<file path="config.mk">
export PLATFORM = sky130hd
export DESIGN_NAME = button_press_classifier_top_flat
export DESIGN_NICKNAME = d
export VERILOG_FILES = /design/src/rtl/bpc_pkg.sv /design/src/rtl/bpc_req_if.sv /design/src/rtl/bpc_res_if.sv /design/src/rtl/button_press_classifier_top.sv /design/src/rtl/bpc_cfg_regs.sv /design/src/rtl/bpc_classify.sv /design/src/flat_wrapper.sv
export SDC_FILE = /design/constraint.sdc
export NUM_CORES = 1
export LEC_CHECK = 0
export ABC_CLOCK_PERIOD_IN_PS = 10800
export BUFFER_PORTS_ARGS = -buffer_cell sky130_fd_sc_hd__buf_2
export CAP_MARGIN = 0
export CELL_PAD_IN_SITES_DETAIL_PLACEMENT = 0
export CELL_PAD_IN_SITES_GLOBAL_PLACEMENT = 1
export CORE_MARGIN = 4
export CORE_UTILIZATION = 35
export CTS_CLUSTER_DIAMETER = 50
export CTS_CLUSTER_SIZE = 14
export DETAILED_ROUTE_END_ITERATION = 16
export GPL_ROUTABILITY_DRIVEN = 1
export HOLD_SLACK_MARGIN = 0.12
export PLACE_DENSITY_LB_ADDON = 0.1
export SLEW_MARGIN = 20
export SYNTH_ARGS = -nofsm -noshare
export SYNTH_HDL_FRONTEND = slang
export SYNTH_SLANG_ARGS = --single-unit
</file>
<file path="constraint.sdc">
create_clock -name clk -period 10.8 [get_ports clk]
set_input_delay 1.08 -clock clk [delete_from_list [all_inputs] [get_ports clk]]
set_output_delay 1.08 -clock clk [all_outputs]
set_load 0.03 [all_outputs]
</file>
<file path="src/rtl/bpc_pkg.sv">
// ----------------------------------------------------------------------------
// bpc_pkg: shared types and constants for the button press classifier
// Time width, register codes, press classes and the state/config records.
// ----------------------------------------------------------------------------
package bpc_pkg;

    localparam int TIME_WIDTH   = 32;
    localparam int THRESH_WIDTH = 16;
    localparam int DEBOUNCE_W   = 10;
    localparam int CFG_DATA_W   = 16;
    localparam int CFG_INDEX_W  = 2;

    localparam logic [THRESH_WIDTH-1:0] MEDIUM_RESET   = 16'd3000;
    localparam logic [THRESH_WIDTH-1:0] LONG_RESET     = 16'd6000;
    localparam logic [DEBOUNCE_W-1:0]   DEBOUNCE_RESET = 10'd50;

    typedef enum logic [CFG_INDEX_W-1:0] {
        CFG_MEDIUM   = 2'd0,
        CFG_LONG     = 2'd1,
        CFG_DEBOUNCE = 2'd2
    } cfg_index_t;

    typedef enum logic [1:0] {
        ACT_NONE   = 2'd0,
        ACT_SHORT  = 2'd1,
        ACT_MEDIUM = 2'd2,
        ACT_LONG   = 2'd3
    } action_t;

    typedef logic [TIME_WIDTH-1:0] time_ms_t;

    typedef struct packed {
        logic [THRESH_WIDTH-1:0] medium_threshold_ms;
        logic [THRESH_WIDTH-1:0] long_threshold_ms;
        logic [DEBOUNCE_W-1:0]   settle_ms;
    } bpc_cfg_t;

    typedef struct packed {
        logic     is_pressed;
        logic     long_done;
        logic     last_level;
        time_ms_t change_time;
        time_ms_t press_start;
    } bpc_state_t;

endpackage

</file>
<file path="src/rtl/bpc_req_if.sv">
// ----------------------------------------------------------------------------
// bpc_req_if: poll request channel
// Carries one poll: time, raw level and a captured falling edge.
// ----------------------------------------------------------------------------
interface bpc_req_if;
    import bpc_pkg::*;

    logic     valid;
    logic     ready;
    time_ms_t now_ms;
    logic     raw_pressed;
    logic     edge_seen;
    time_ms_t edge_time_ms;

    modport source (output valid, output now_ms, output raw_pressed,
                    output edge_seen, output edge_time_ms, input ready);
    modport sink   (input valid, input now_ms, input raw_pressed,
                    input edge_seen, input edge_time_ms, output ready);
endinterface

</file>
<file path="src/rtl/bpc_res_if.sv">
// ----------------------------------------------------------------------------
// bpc_res_if: classification result channel
// Carries the press class and the current hold time.
// ----------------------------------------------------------------------------
interface bpc_res_if;
    import bpc_pkg::*;

    logic     valid;
    logic     ready;
    logic [1:0] action;
    time_ms_t hold_ms;

    modport source (output valid, output action, output hold_ms, input ready);
    modport sink   (input valid, input action, input hold_ms, output ready);
endinterface

</file>
<file path="src/rtl/button_press_classifier_top.sv">
// ----------------------------------------------------------------------------
// button_press_classifier_top: debounced short/medium/long press classifier
// Poll register, classifier, state and result register with handshakes.
// ----------------------------------------------------------------------------
// Each request is one poll of the button and yields exactly one result: the
// press class (none, short, medium, long) and the hold time after the poll.
// The block takes one request per clock while the result side is not stalled: the
// poll is captured in an input register, classified by combinational logic
// against the stored button state, and the result lands in an output register
// that holds while the consumer stalls. The state loop (press start, change
// time, flags) is committed as each poll moves to the result register, so
// back-to-back polls see each other's updates. Thresholds and debounce time are written
// through the plain write port and must only change while no request is in flight.
module button_press_classifier_top
    import bpc_pkg::*;
(
    input  logic                   clk,
    input  logic                   rst_n,
    input  logic                   cfg_we,
    input  logic [CFG_INDEX_W-1:0] cfg_index,
    input  logic [CFG_DATA_W-1:0]  cfg_wdata,
    bpc_req_if.sink                req,
    bpc_res_if.source              res
);

    bpc_cfg_t   cfg;
    bpc_state_t state_reg;
    bpc_state_t state_next;
    bpc_state_t state_calc;
    action_t    action_calc;
    time_ms_t   hold_calc;

    // input register
    logic       in_valid_reg;
    time_ms_t   now_reg;
    logic       raw_reg;
    logic       edge_reg;
    time_ms_t   etime_reg;

    // result register
    logic       out_valid_reg;
    action_t    action_reg;
    time_ms_t   hold_reg;

    logic       out_free;
    logic       advance;
    logic       take;

    bpc_cfg_regs u_cfg
    (
        .clk       (clk),
        .rst_n     (rst_n),
        .cfg_we    (cfg_we),
        .cfg_index (cfg_index),
        .cfg_wdata (cfg_wdata),
        .cfg       (cfg)
    );

    bpc_classify u_classify
    (
        .cfg          (cfg),
        .state_cur    (state_reg),
        .now_ms       (now_reg),
        .raw_pressed  (raw_reg),
        .edge_seen    (edge_reg),
        .edge_time_ms (etime_reg),
        .state_new    (state_calc),
        .action       (action_calc),
        .hold_ms      (hold_calc)
    );

    // advance the captured poll whenever the result register can take it
    assign out_free  = !out_valid_reg || res.ready;
    assign advance   = in_valid_reg && out_free;
    assign req.ready = !in_valid_reg || out_free;
    assign take      = req.valid && req.ready;

    // commit the state only when the poll actually moves to the result side
    assign state_next = advance ? state_calc : state_reg;

    always_ff @(posedge clk or negedge rst_n)
    begin
        if (!rst_n)
        begin
            state_reg     <= '0;
            in_valid_reg  <= 1'b0;
            out_valid_reg <= 1'b0;
        end
        else
        begin
            state_reg <= state_next;
            if (req.ready)
                in_valid_reg <= req.valid;
            if (out_free)
                out_valid_reg <= in_valid_reg;
        end
    end

    // payload registers: poll fields load on capture, result fields on advance; hold otherwise
    always_ff @(posedge clk)
    begin
        if (take)
        begin
            now_reg   <= req.now_ms;
            raw_reg   <= req.raw_pressed;
            edge_reg  <= req.edge_seen;
            etime_reg <= req.edge_time_ms;
        end
        if (advance)
        begin
            action_reg <= action_calc;
            hold_reg   <= hold_calc;
        end
    end

    assign res.valid   = out_valid_reg;
    assign res.action  = action_reg;
    assign res.hold_ms = hold_reg;

endmodule

</file>
<file path="src/rtl/bpc_cfg_regs.sv">
// ----------------------------------------------------------------------------
// bpc_cfg_regs: threshold and debounce registers
// Write-only register file; unknown indexes are dropped.
// ----------------------------------------------------------------------------
module bpc_cfg_regs
    import bpc_pkg::*;
(
    input  logic                   clk,
    input  logic                   rst_n,
    input  logic                   cfg_we,
    input  logic [CFG_INDEX_W-1:0] cfg_index,
    input  logic [CFG_DATA_W-1:0]  cfg_wdata,
    output bpc_cfg_t               cfg
);

    bpc_cfg_t cfg_reg;
    bpc_cfg_t cfg_next;

    always_comb
    begin
        cfg_next = cfg_reg;
        if (cfg_we)
        begin
            case (cfg_index)
                CFG_MEDIUM:   cfg_next.medium_threshold_ms = cfg_wdata[THRESH_WIDTH-1:0];
                CFG_LONG:     cfg_next.long_threshold_ms   = cfg_wdata[THRESH_WIDTH-1:0];
                CFG_DEBOUNCE: cfg_next.settle_ms           = cfg_wdata[DEBOUNCE_W-1:0];
                default:      cfg_next = cfg_reg;
            endcase
        end
    end

    always_ff @(posedge clk or negedge rst_n)
    begin
        if (!rst_n)
        begin
            cfg_reg.medium_threshold_ms <= MEDIUM_RESET;
            cfg_reg.long_threshold_ms   <= LONG_RESET;
            cfg_reg.settle_ms           <= DEBOUNCE_RESET;
        end
        else
        begin
            cfg_reg <= cfg_next;
        end
    end

    assign cfg = cfg_reg;

endmodule

</file>
<file path="src/rtl/bpc_classify.sv">
// ----------------------------------------------------------------------------
// bpc_classify: one-poll classifier datapath
// Computes next button state, press class and hold time for one poll.
// ----------------------------------------------------------------------------
module bpc_classify
    import bpc_pkg::*;
(
    input  bpc_cfg_t   cfg,
    input  bpc_state_t state_cur,
    input  time_ms_t   now_ms,
    input  logic       raw_pressed,
    input  logic       edge_seen,
    input  time_ms_t   edge_time_ms,
    output bpc_state_t state_new,
    output action_t    action,
    output time_ms_t   hold_ms
);

    time_ms_t debounce_ext;
    time_ms_t long_ext;
    time_ms_t medium_ext;
    time_ms_t edge_age;
    time_ms_t change_ct;
    time_ms_t stable_age;
    time_ms_t held;
    logic     edge_idle;
    logic     old_enough;

    assign debounce_ext = TIME_WIDTH'(cfg.settle_ms);
    assign long_ext     = TIME_WIDTH'(cfg.long_threshold_ms);
    assign medium_ext   = TIME_WIDTH'(cfg.medium_threshold_ms);

    assign edge_idle  = edge_seen && !state_cur.is_pressed;
    assign edge_age   = now_ms - edge_time_ms;
    assign old_enough = edge_age >= debounce_ext;

    // level tracking for the plain poll path
    assign change_ct  = (raw_pressed != state_cur.last_level) ? now_ms
                                                              : state_cur.change_time;
    assign stable_age = now_ms - change_ct;
    assign held       = now_ms - state_cur.press_start;

    always_comb
    begin
        state_new = state_cur;
        action    = ACT_NONE;
        if (edge_idle && !raw_pressed)
        begin
            // press already over between polls: report, touch nothing
            action = old_enough ? ACT_SHORT : ACT_NONE;
        end
        else if (edge_idle && old_enough)
        begin
            // back-date the press start to the captured edge
            state_new.press_start = edge_time_ms;
            state_new.is_pressed  = 1'b1;
            state_new.last_level  = 1'b1;
            state_new.change_time = edge_time_ms;
            state_new.long_done   = 1'b0;
            if (edge_age >= long_ext)
            begin
                state_new.long_done = 1'b1;
                action              = ACT_LONG;
            end
        end
        else
        begin
            state_new.last_level  = raw_pressed;
            state_new.change_time = change_ct;
            if (stable_age >= debounce_ext)
            begin
                if (raw_pressed && !state_cur.is_pressed)
                begin
                    state_new.press_start = now_ms;
                    state_new.is_pressed  = 1'b1;
                    state_new.long_done   = 1'b0;
                end
                else if (raw_pressed && state_cur.is_pressed && !state_cur.long_done
                         && held >= long_ext)
                begin
                    state_new.long_done = 1'b1;
                    action              = ACT_LONG;
                end
                else if (!raw_pressed && state_cur.is_pressed)
                begin
                    state_new.is_pressed = 1'b0;
                    if (state_cur.long_done)
                        action = ACT_NONE;
                    else if (medium_ext != '0 && held >= medium_ext)
                        action = ACT_MEDIUM;
                    else
                        action = ACT_SHORT;
                end
            end
        end
    end

    // hold time is taken from the updated state; a start ahead of now reads zero
    assign hold_ms = (state_new.is_pressed && now_ms >= state_new.press_start)
                     ? (now_ms - state_new.press_start) : '0;

endmodule
</file>
<file path="src/flat_wrapper.sv">
// flat-port wrapper written by rule: the top's interface ports become plain ports
module button_press_classifier_top_flat import bpc_pkg::*;
  (clk, rst_n, cfg_we, cfg_index, cfg_wdata, req_valid, req_now_ms, req_raw_pressed, req_edge_seen, req_edge_time_ms, req_ready, res_valid, res_action, res_hold_ms, res_ready);
  bpc_req_if req_i ();
  bpc_res_if res_i ();
  input  logic clk;
  input  logic rst_n;
  input  logic cfg_we;
  input  logic [CFG_INDEX_W-1:0] cfg_index;
  input  logic [CFG_DATA_W-1:0] cfg_wdata;
  input wire logic [$bits(req_i.valid)-1:0] req_valid;
  input wire logic [$bits(req_i.now_ms)-1:0] req_now_ms;
  input wire logic [$bits(req_i.raw_pressed)-1:0] req_raw_pressed;
  input wire logic [$bits(req_i.edge_seen)-1:0] req_edge_seen;
  input wire logic [$bits(req_i.edge_time_ms)-1:0] req_edge_time_ms;
  output wire logic [$bits(req_i.ready)-1:0] req_ready;
  output wire logic [$bits(res_i.valid)-1:0] res_valid;
  output wire logic [$bits(res_i.action)-1:0] res_action;
  output wire logic [$bits(res_i.hold_ms)-1:0] res_hold_ms;
  input wire logic [$bits(res_i.ready)-1:0] res_ready;
  assign req_i.valid = req_valid;
  assign req_i.now_ms = req_now_ms;
  assign req_i.raw_pressed = req_raw_pressed;
  assign req_i.edge_seen = req_edge_seen;
  assign req_i.edge_time_ms = req_edge_time_ms;
  assign req_ready = req_i.ready;
  assign res_valid = res_i.valid;
  assign res_action = res_i.action;
  assign res_hold_ms = res_i.hold_ms;
  assign res_i.ready = res_ready;
  button_press_classifier_top u_core (.clk(clk), .rst_n(rst_n), .cfg_we(cfg_we), .cfg_index(cfg_index), .cfg_wdata(cfg_wdata), .req(req_i), .res(res_i));
endmodule
</file>
==> flow_summary.ini, run 1 <==
[power_and_ir_drop]
ir_drop_v = 0.000140
p_total_mw = 4.70
p_leak_nw = 8.77
power.density_nw_per_um2 = 234

[setup_path]
cpPeakStageDelay_ns = 0.63
cp.arrival_ns = 9.72
worstSetupStartpointType = register
cpMaxStageDelayCell = a311o_1
reg2reg_from = u_core.raw_reg
endpoint_kind = register
required_ns = 11.14
worstSetupPathType = register to register
cp-startpoint = u_core.raw_reg
worst-path-max-fanout = 32
crit_top_cell = a21oi_1
reg2regPathDepth = 38

[grt]
grt_pass1_wl_um = 91300
track_usage_pct = 21.7
antenna_found_initial = 0
grt_pass1_vias = 15100
gr-total-overflow = 0
grt_max_degree = 67

[placement]
gp_congestion = 0.927
place_hpwl_um = 47600
placedCellCount = 2685
pre_cts_slack_ns = 1.39
io_buffer_count = 124

[die]
dieArea_um2 = 54200
rows = 82
core-area_um2 = 50100
die_y_um = 233
io_pins = 125
initial_utilization_pct = 35.3
die_x_um = 233

[run_status]
status = finished, final reports clean

[hold_path]
hold_class = register to register
hp-start = u_core.state_reg[52]
hold_depth = 2

[cells_and_area]
syn_to_final_growth_pct = 13.6
diodes = 0
largest_register_ffs = 67
seqCellArea_um2 = 5800
fillCellCount = 5118
final_cells = 2742
drive_gt1_share_pct = 14.3
final_nets = 2321
multi_input_area_um2 = 11000

[clock_network]
root_buffer = clkbuf_16
cts_max_level = 1
cts_buffers = 31
cts_setup_buffers = 0
clkLatencyLatePin_ns = 0.61
clock_sinks = 211
clock_path_buffers = 3
clk_pin_slew_ns = 0.06
ctsResizeCount = 0
cts_tree = built
cts-hold-fix-buffers = 0

[sta]
setup_viol = 0
hold_viol_final = 0
min_period_ns = 9.38
fin_ws_ns = 1.42
drv_slew = 0
clock_skew_ns = 0.0471
clock.fmax_ghz = 0.107
period_share_pct = 86.9
grt_setup_unrepaired = no
worst_pin_slew_ns = 1.06
relSlewSlack_pct = 29.1
tns_ns = 0

[synth]
ys_ff_latch = 211
synth-edff-count = 100
async_reset_ff_share_pct = 52.6
syn_inst = 1947
yosys_warnings = 0
syn-cell-area_um2 = 17700
avgSynthCellArea_um2 = 9.09
synth-seq-area-share_pct = 32.8
synth_top_flop_cell = edfxtp_1
ys_types = 103
synth.net_count = 2222

[drt]
drtPass1Iterations = 7
vias = 15400
wl_per_cell_um = 21.8
antenna_left = 0
wirelength_um = 59900
drt_iter0_markers = 1062
drc = 0
viasPerCell = 5.60

[job]
maxCapViolations = 0
-- per-stage QoR --
stage | util, % | hold slack (ns) | cell area, um^2
finish | 40.1 | 0.466 | 20100
global route | 40.1 | 0.491 | 20100
CTS | 40.1 | 0.468 | 20100
detailed placement | 37.9 | 0.456 | 19000
global placement | 37.9 | 0.449 | 19000
floorplan | - | 0.438 | 17700
-- synth_stat cells (18+ instances only) --
library cell / number / area, um^2
a211oi_1: 18 / 135
a21o_1: 68 / 510
a21oi_1: 142 / 711
a221o_1: 33 / 330
a222oi_1: 30 / 300
buf_2: 20 / 100
clkbuf_1: 47 / 176
dfrtp_1: 94 / 2350
edfxtp_1: 100 / 3000
ha_1: 183 / 2290
inv_1: 140 / 526
mux2_2: 28 / 315
mux2i_1: 30 / 300
nand2_1: 173 / 649
nand2b_1: 32 / 200
nand3_1: 36 / 180
nand4_1: 22 / 138
nor2_1: 121 / 454
nor2b_1: 25 / 156
nor3_1: 61 / 305
o211ai_1: 36 / 270
o21a_1: 27 / 203
o21ai_0: 94 / 470
xnor2_1: 55 / 482
xor2_1: 39 / 342
-- routing by layer --
metal | vias to the layer above | share of wire [%] | track usage, %
met1 | 7371 | 49 | 32.6
met5 | - | 0 | 0
li1 | 7522 | - | -
met2 | 398 | 42 | 32.1
met4 | 0 | 2.6 | 5.30
met3 | 72 | 6.2 | 3.82
-- critical path, delay by kind of cell (launching register included) --
family	cells	cell delay [ns]
and+or+nand+nor	11	2.52
AOI/OAI and AO/OA	18	3.91
DFF	1	0.62
xor gates and xnor gates	2	0.62
adders and majority gates	5	1.02
buffers and inverters	2	0.39
-- power breakdown --
group | switching [mW] | internal (mW) | total (mW)
registers | 0.165 | 1.02 | 1.18
clock network | 0.426 | 0.649 | 1.07
logic | 1.45 | 0.988 | 2.44
-- cell usage in the layout (no fill, tap or decap), types with 9 or more instances in the layout --
| cell | instances |
|---|---|
| clkbuf_16 | 31 |
| a21o_1 | 68 |
| o22ai_1 | 14 |
| o21a_1 | 27 |
| inv_1 | 140 |
| buf_2 | 123 |
| and2_1 | 16 |
| dfrtp_1 | 94 |
| nand3b_1 | 9 |
| nand3_1 | 36 |
| a211oi_1 | 18 |
| mux2_2 | 28 |
| nor4_1 | 15 |
| nor2_1 | 119 |
| nand4_1 | 22 |
| mux2i_1 | 30 |
| ha_1 | 183 |
| xnor2_1 | 54 |
| dfstp_2 | 17 |
| and3_1 | 9 |
| nand2b_1 | 32 |
| o211ai_1 | 36 |
| a21oi_1 | 142 |
| edfxtp_1 | 100 |
| xor2_1 | 39 |
| a221o_1 | 33 |
| nand2_1 | 173 |
| o21ai_0 | 94 |
| a31oi_1 | 10 |
| nor2b_1 | 25 |
| o21bai_1 | 16 |
| buf_4 | 22 |
| a222oi_1 | 30 |
| nor3_1 | 61 |
-- cells by family after synthesis --
kind of cell	Yosys count	share of synthesized area, %
compound gates	595	24.0
xor+xnor	94	4.65
fa+ha+maj	196	13.9
buf+inv	219	4.98
flops	211	32.8
mux	58	3.48
simple gates	574	16.3
-- layout make-up --
type | instances | share of cell area (%)
Inverter | 140 | 2.61
Clock buffer | 33 | 4.00
Timing Repair Buffer | 145 | 3.88
Sequential cell | 211 | 28.9
Tap cell | 672 | 4.18
Multi-Input combinational cell | 1517 | 55.0
Clock inverter | 24 | 1.50
-- final timing paths --
path / slack [ns] / endpoint
min in group asynchronous: 0.58 / u_core.state_reg[62]
worst max-delay path: 1.42 / u_core.res.hold_ms[10]
max in group asynchronous: 8.89 / u_core.u_cfg.cfg[28]
worst min-delay path: 0.47 / u_core.state_reg[52]
worst min register to register: 0.47 / u_core.state_reg[52]
worst max register to register: 1.42 / u_core.res.hold_ms[10]
Note: power is estimated with default switching activity, not from simulation.
==> inputs of run 2 (changes only) <==
--- a/config.mk
+++ b/config.mk
@@ -5,19 +5,21 @@
 export SDC_FILE = /design/constraint.sdc
 export NUM_CORES = 1
 export LEC_CHECK = 0
-export ABC_CLOCK_PERIOD_IN_PS = 10800
+export ABC_CLOCK_PERIOD_IN_PS = 12160
 export BUFFER_PORTS_ARGS = -buffer_cell sky130_fd_sc_hd__buf_2
 export CAP_MARGIN = 0
 export CELL_PAD_IN_SITES_DETAIL_PLACEMENT = 0
 export CELL_PAD_IN_SITES_GLOBAL_PLACEMENT = 1
 export CORE_MARGIN = 4
 export CORE_UTILIZATION = 35
+export CTS_BUF_LIST = sky130_fd_sc_hd__clkbuf_2 sky130_fd_sc_hd__clkbuf_4 sky130_fd_sc_hd__clkbuf_8
 export CTS_CLUSTER_DIAMETER = 50
 export CTS_CLUSTER_SIZE = 14
 export DETAILED_ROUTE_END_ITERATION = 16
 export GPL_ROUTABILITY_DRIVEN = 1
 export HOLD_SLACK_MARGIN = 0.12
 export PLACE_DENSITY_LB_ADDON = 0.1
+export SKIP_CTS_REPAIR_TIMING = 1
 export SLEW_MARGIN = 20
 export SYNTH_ARGS = -nofsm -noshare
 export SYNTH_HDL_FRONTEND = slang
==> constraint.sdc (replaced) <==
create_clock -name clk -period 12.16 [get_ports clk]
set_input_delay 1.216 -clock clk [delete_from_list [all_inputs] [get_ports clk]]
set_output_delay 1.216 -clock clk [all_outputs]
set_load 0.03 [all_outputs]
==> run 2 against run 1 <==
Compared with the run above: largest cell class unchanged; sequential share of layout area increased by 0.56 points; clock skew decreased by 0.013 ns; wire length grew 1.3%; setup slack gained 1.2 ns; register-to-register slack better by 1.2 ns; die area is the same; highest routed layer unchanged; via count grew 0.60%; utilization fell by 0.76 points; non-clock buffer count down 5; count of clock-buffer cells in the layout rose by 6.
==> flow_summary.ini, run 2 (synthesis results as in run 1) <==
[run_status]
status = finished, final reports clean

[die]
die_y_um = 233
io_pins = 125
initial_utilization_pct = 35.3
dieArea_um2 = 54200
rows = 82
core-area_um2 = 50100
die_x_um = 233

[drt]
wl_per_cell_um = 22.1
vias = 15500
antenna_left = 0
drc = 0
wirelength_um = 60700
viasPerCell = 5.64
drt_iter0_markers = 1178
drtPass1Iterations = 9

[setup_path]
crit_top_cell = a21oi_1
worstSetupPathType = register to register
worst-path-max-fanout = 32
cp.arrival_ns = 9.88
ff2ff_setup_slack_ns = 2.61
cpMaxStageDelayCell = nor4b_1
endpoint_kind = register
cpPeakStageDelay_ns = 0.68
required_ns = 12.48
worstSetupStartpointType = register
critical_path_buf_inv_count = 3
cp_top_family = compound AO/OA/AOI/OAI gates

[cells_and_area]
diodes = 0
fillCellCount = 5155
final_nets = 2319
post-route-util_pct = 39.4
final_common_cell = ha_1
syn_to_final_growth_pct = 11.4
largest_register_ffs = 67
seqCellArea_um2 = 5800
final_cells = 2742
fin_area_um2 = 19700
mostFrequentLayoutCells = ha_1, nand2_1, a21oi_1
drive_gt1_share_pct = 14.3
multi_input_area_um2 = 11000

[grt]
grt_pass1_vias = 15100
antenna_found_initial = 0
track_usage_pct = 22.1
grt_pass1_wl_um = 91900
grt_max_degree = 84
gr-total-overflow = 0

[placement]
io_buffer_count = 124
placed_area_um2 = 19000
place_hpwl_um = 47900
placedCellCount = 2680
gp_congestion = 0.923

[hold_path]
hold_class = register to register

[power_and_ir_drop]
ir_drop_v = 0.0000990
power.density_nw_per_um2 = 199
p_leak_nw = 8.59

[clock_network]
clock_sinks = 211
root_buffer = clkbuf_8
cts_max_level = 2
clk_pin_slew_ns = 0.07
cts_buffers = 34
cts_tree = built
clkLatencyLatePin_ns = 0.62
clock_path_buffers = 3

[sta]
grt_setup_unrepaired = no
tns_ns = 0
whs_ns = 0.470
hold_viol_final = 0
drv_slew = 0
setup_viol = 0
min_period_ns = 9.55
period_share_pct = 78.5
clock_skew_ns = 0.0339
relSlewSlack_pct = 30.4
worst_pin_slew_ns = 1.04
clock.fmax_ghz = 0.105

[job]
maxCapViolations = 0
run 2: power by group:
part           internal (mW)  total [mW]  switching [mW]
sequential             0.904        1.06           0.158
clock                  0.347       0.701           0.355
combinational          0.876        2.16            1.28
run 2: final timing paths:
path                                          endpoint            startpoint  cells after the start
worst max register to register  u_core.res.hold_ms[20]     u_core.now_reg[0]                     34
worst min register to register    u_core.state_reg[60]  u_core.state_reg[60]                      2
worst min-delay path              u_core.state_reg[60]  u_core.state_reg[60]                      2
worst max-delay path            u_core.res.hold_ms[20]     u_core.now_reg[0]                     34
min in group asynchronous         u_core.state_reg[58]                 rst_n                      1
max in group asynchronous         u_core.state_reg[15]                 rst_n                      2
run 2: worst register-to-register path, delay by kind of cell (launching register included):
kind                     cells  cell delay (ns)
AND/OR/NAND/NOR              9             2.82
AO/OA/AOI/OAI               17             3.75
XOR/XNOR                     1             0.27
flip-flops                   1             0.50
buffers and inverters        3             0.66
adder cells (fa/ha/maj)      4             1.29
run 2: final cells by class:
cell class | instances | area share (%)
multi-input cells | 1517 | 56.0
flip-flops and latches | 211 | 29.4
well taps | 672 | 4.26
repair buffers | 140 | 3.77
inverters | 140 | 2.67
clock buffers | 39 | 2.60
clock inverters | 23 | 1.26
run 2: per-stage QoR:
step	setup WS, ns	power, mW
after CTS	2.62	3.95
after floorplan	3.46	2.62
final	2.61	3.92
after global routing	2.01	4.25
after global placement	2.75	3.20
after detailed placement	2.71	3.21
run 2: metal layers:
layer	vias to the layer above	track usage (%)	share of wire (%)
li1	7506	-	-
met1	7441	32.6	48
met2	436	33.5	43
met3	72	4.44	6.7
met4	0	4.69	1.9
met5	-	0	0
==> inputs of run 3 (changes only) <==
--- a/config.mk
+++ b/config.mk
@@ -5,7 +5,7 @@
 export SDC_FILE = /design/constraint.sdc
 export NUM_CORES = 1
 export LEC_CHECK = 0
-export ABC_CLOCK_PERIOD_IN_PS = 12160
+export ABC_CLOCK_PERIOD_IN_PS = 7900
 export BUFFER_PORTS_ARGS = -buffer_cell sky130_fd_sc_hd__buf_2
 export CAP_MARGIN = 0
 export CELL_PAD_IN_SITES_DETAIL_PLACEMENT = 0
==> constraint.sdc (replaced) <==
create_clock -name clk -period 7.9 [get_ports clk]
set_input_delay 0.79 -clock clk [delete_from_list [all_inputs] [get_ports clk]]
set_output_delay 0.79 -clock clk [all_outputs]
set_load 0.03 [all_outputs]
==> run 3 against run 2 <==
Compared with the run above: the flow now finishes with violations (setup timing); utilization grew 3.0 points; sequential power grew 53%; flip-flop and latch count is the same; fmax grew 18%.
==> flow_summary.ini, run 3 (synthesis results as in run 1) <==
[sta]
min_period_ns = 8.09
whs_ns = 0.275
fin_ws_ns = -0.194
setup_viol = 32
hold_viol_final = 0
clock_skew_ns = 0.0161
clock.fmax_ghz = 0.124
tns_ns = -5.06
drv_slew = 0
relSlewSlack_pct = 29.7
grt_setup_unrepaired = yes
period_share_pct = 102
worst_pin_slew_ns = 1.04

[drt]
wl_met3_um = 4420
drt_iter0_markers = 1424
wirelength_um = 62700
top_layer = met4
viasPerCell = 5.54
wl_per_cell_um = 21.5
antenna_left = 0
drtPass1Iterations = 6
route.met2.wl_um = 26800
wl_met1_um = 30000
vias = 16200
drc = 0

[clock_network]
clock_path_buffers = 3
cts_max_level = 2
clock_sinks = 211
clk_pin_slew_ns = 0.07
cts_tree = built
clkLatencyLatePin_ns = 0.61
root_buffer = clkbuf_8
cts_buffers = 35

[setup_path]
worstSetupPathType = register to register
worst-path-max-fanout = 16
required_ns = 8.26
cpMaxStageDelayCell = or4_4
endpoint_kind = register
cp.arrival_ns = 8.45
worstSetupStartpointType = register
cpPeakStageDelay_ns = 0.56
crit_top_cell = a21oi_2

[grt]
grt_pass1_vias = 15700
antenna_found_initial = 1
track_usage_pct = 22.5
grt_max_degree = 78
grt_pass1_wl_um = 94100
gr-total-overflow = 0

[die]
initial_utilization_pct = 35.3
dieArea_um2 = 54200
io_pins = 125
core-area_um2 = 50100
rows = 82
die_y_um = 233
die_x_um = 233

[cells_and_area]
syn_to_final_growth_pct = 20.0
largest_register_ffs = 67
mostFrequentLayoutCells = buf_4, ha_1, nand2_1
drive_gt1_share_pct = 21.9
fillCellCount = 5056
final_nets = 2494
final_common_cell = buf_4

[run_status]
violations = setup timing
status = finished with violations

[power_and_ir_drop]
ir_drop_v = 0.000144
p_leak_nw = 9.49
p_total_mw = 6.44
power.density_nw_per_um2 = 303

[hold_path]
hold_class = primary input to asynchronous set/reset pin

[placement]
place_hpwl_um = 49500
io_buffer_count = 124
gp_congestion = 0.868

[job]
maxCapViolations = 0
==> run 3: where the power goes <==
group | switching [mW] | internal [mW] | total, mW
clock | 0.547 | 0.551 | 1.10
combinational | 2.08 | 1.64 | 3.72
sequential | 0.230 | 1.39 | 1.62
==> run 3: routing by layer <==
layer,vias up,global-route usage [%]
met2,495,33.5
li1,7870,-
met1,7735,33.6
met3,75,4.05
met5,-,0
met4,0,5.90
==> run 3: final timing paths <==
check | startpoint | end | slack [ns] | cells after the start
max | u_core.raw_reg | u_core.res.hold_ms[13] | -0.19 | 37
min | rst_n | u_core.state_reg[62] | 0.28 | 1
max reg2reg | u_core.raw_reg | u_core.res.hold_ms[13] | -0.19 | 37
min reg2reg | u_core.state_reg[52] | u_core.state_reg[52] | 0.47 | 2
max in group asynchronous | rst_n | u_core.u_cfg.cfg[9] | 6.27 | 2
min in group clk | req_edge_time_ms[15] | u_core.etime_reg[15] | 0.35 | 1
==> run 3: metrics by stage <==
step	instances	instance area [um^2]	util, %	worst slack [ns]
floorplan	1947	17800	-	-0.287
global placement	2846	20300	40.5	-0.210
detailed placement	2846	20300	40.5	-0.375
CTS	2909	21000	42.0	-0.402
global route	2918	21200	42.4	-0.546
finish	2918	21200	42.4	-0.194
==> run 3: worst max-delay path: cells and delay by family (launching register included) <==
| family | cells | cell delay (ns) |
|---|---|---|
| adders and majority gates | 3 | 0.78 |
| DFF | 1 | 0.47 |
| buffers and inverters | 2 | 0.27 |
| xor gates and xnor gates | 2 | 0.40 |
| AOI/OAI and AO/OA | 15 | 2.85 |
| and+or+nand+nor | 15 | 3.07 |
==> run 3: layout make-up <==
type	instances	area (um^2)	share of cell area [%]
antenna	1	2.50	0.0118
clock buffer	41	539	2.54
clock inverter	22	235	1.11
inverter	140	526	2.47
multi-input combinational	1517	11200	52.5
sequential	211	5800	27.3
tap	672	841	3.96
timing repair buffer	314	2140	10.1
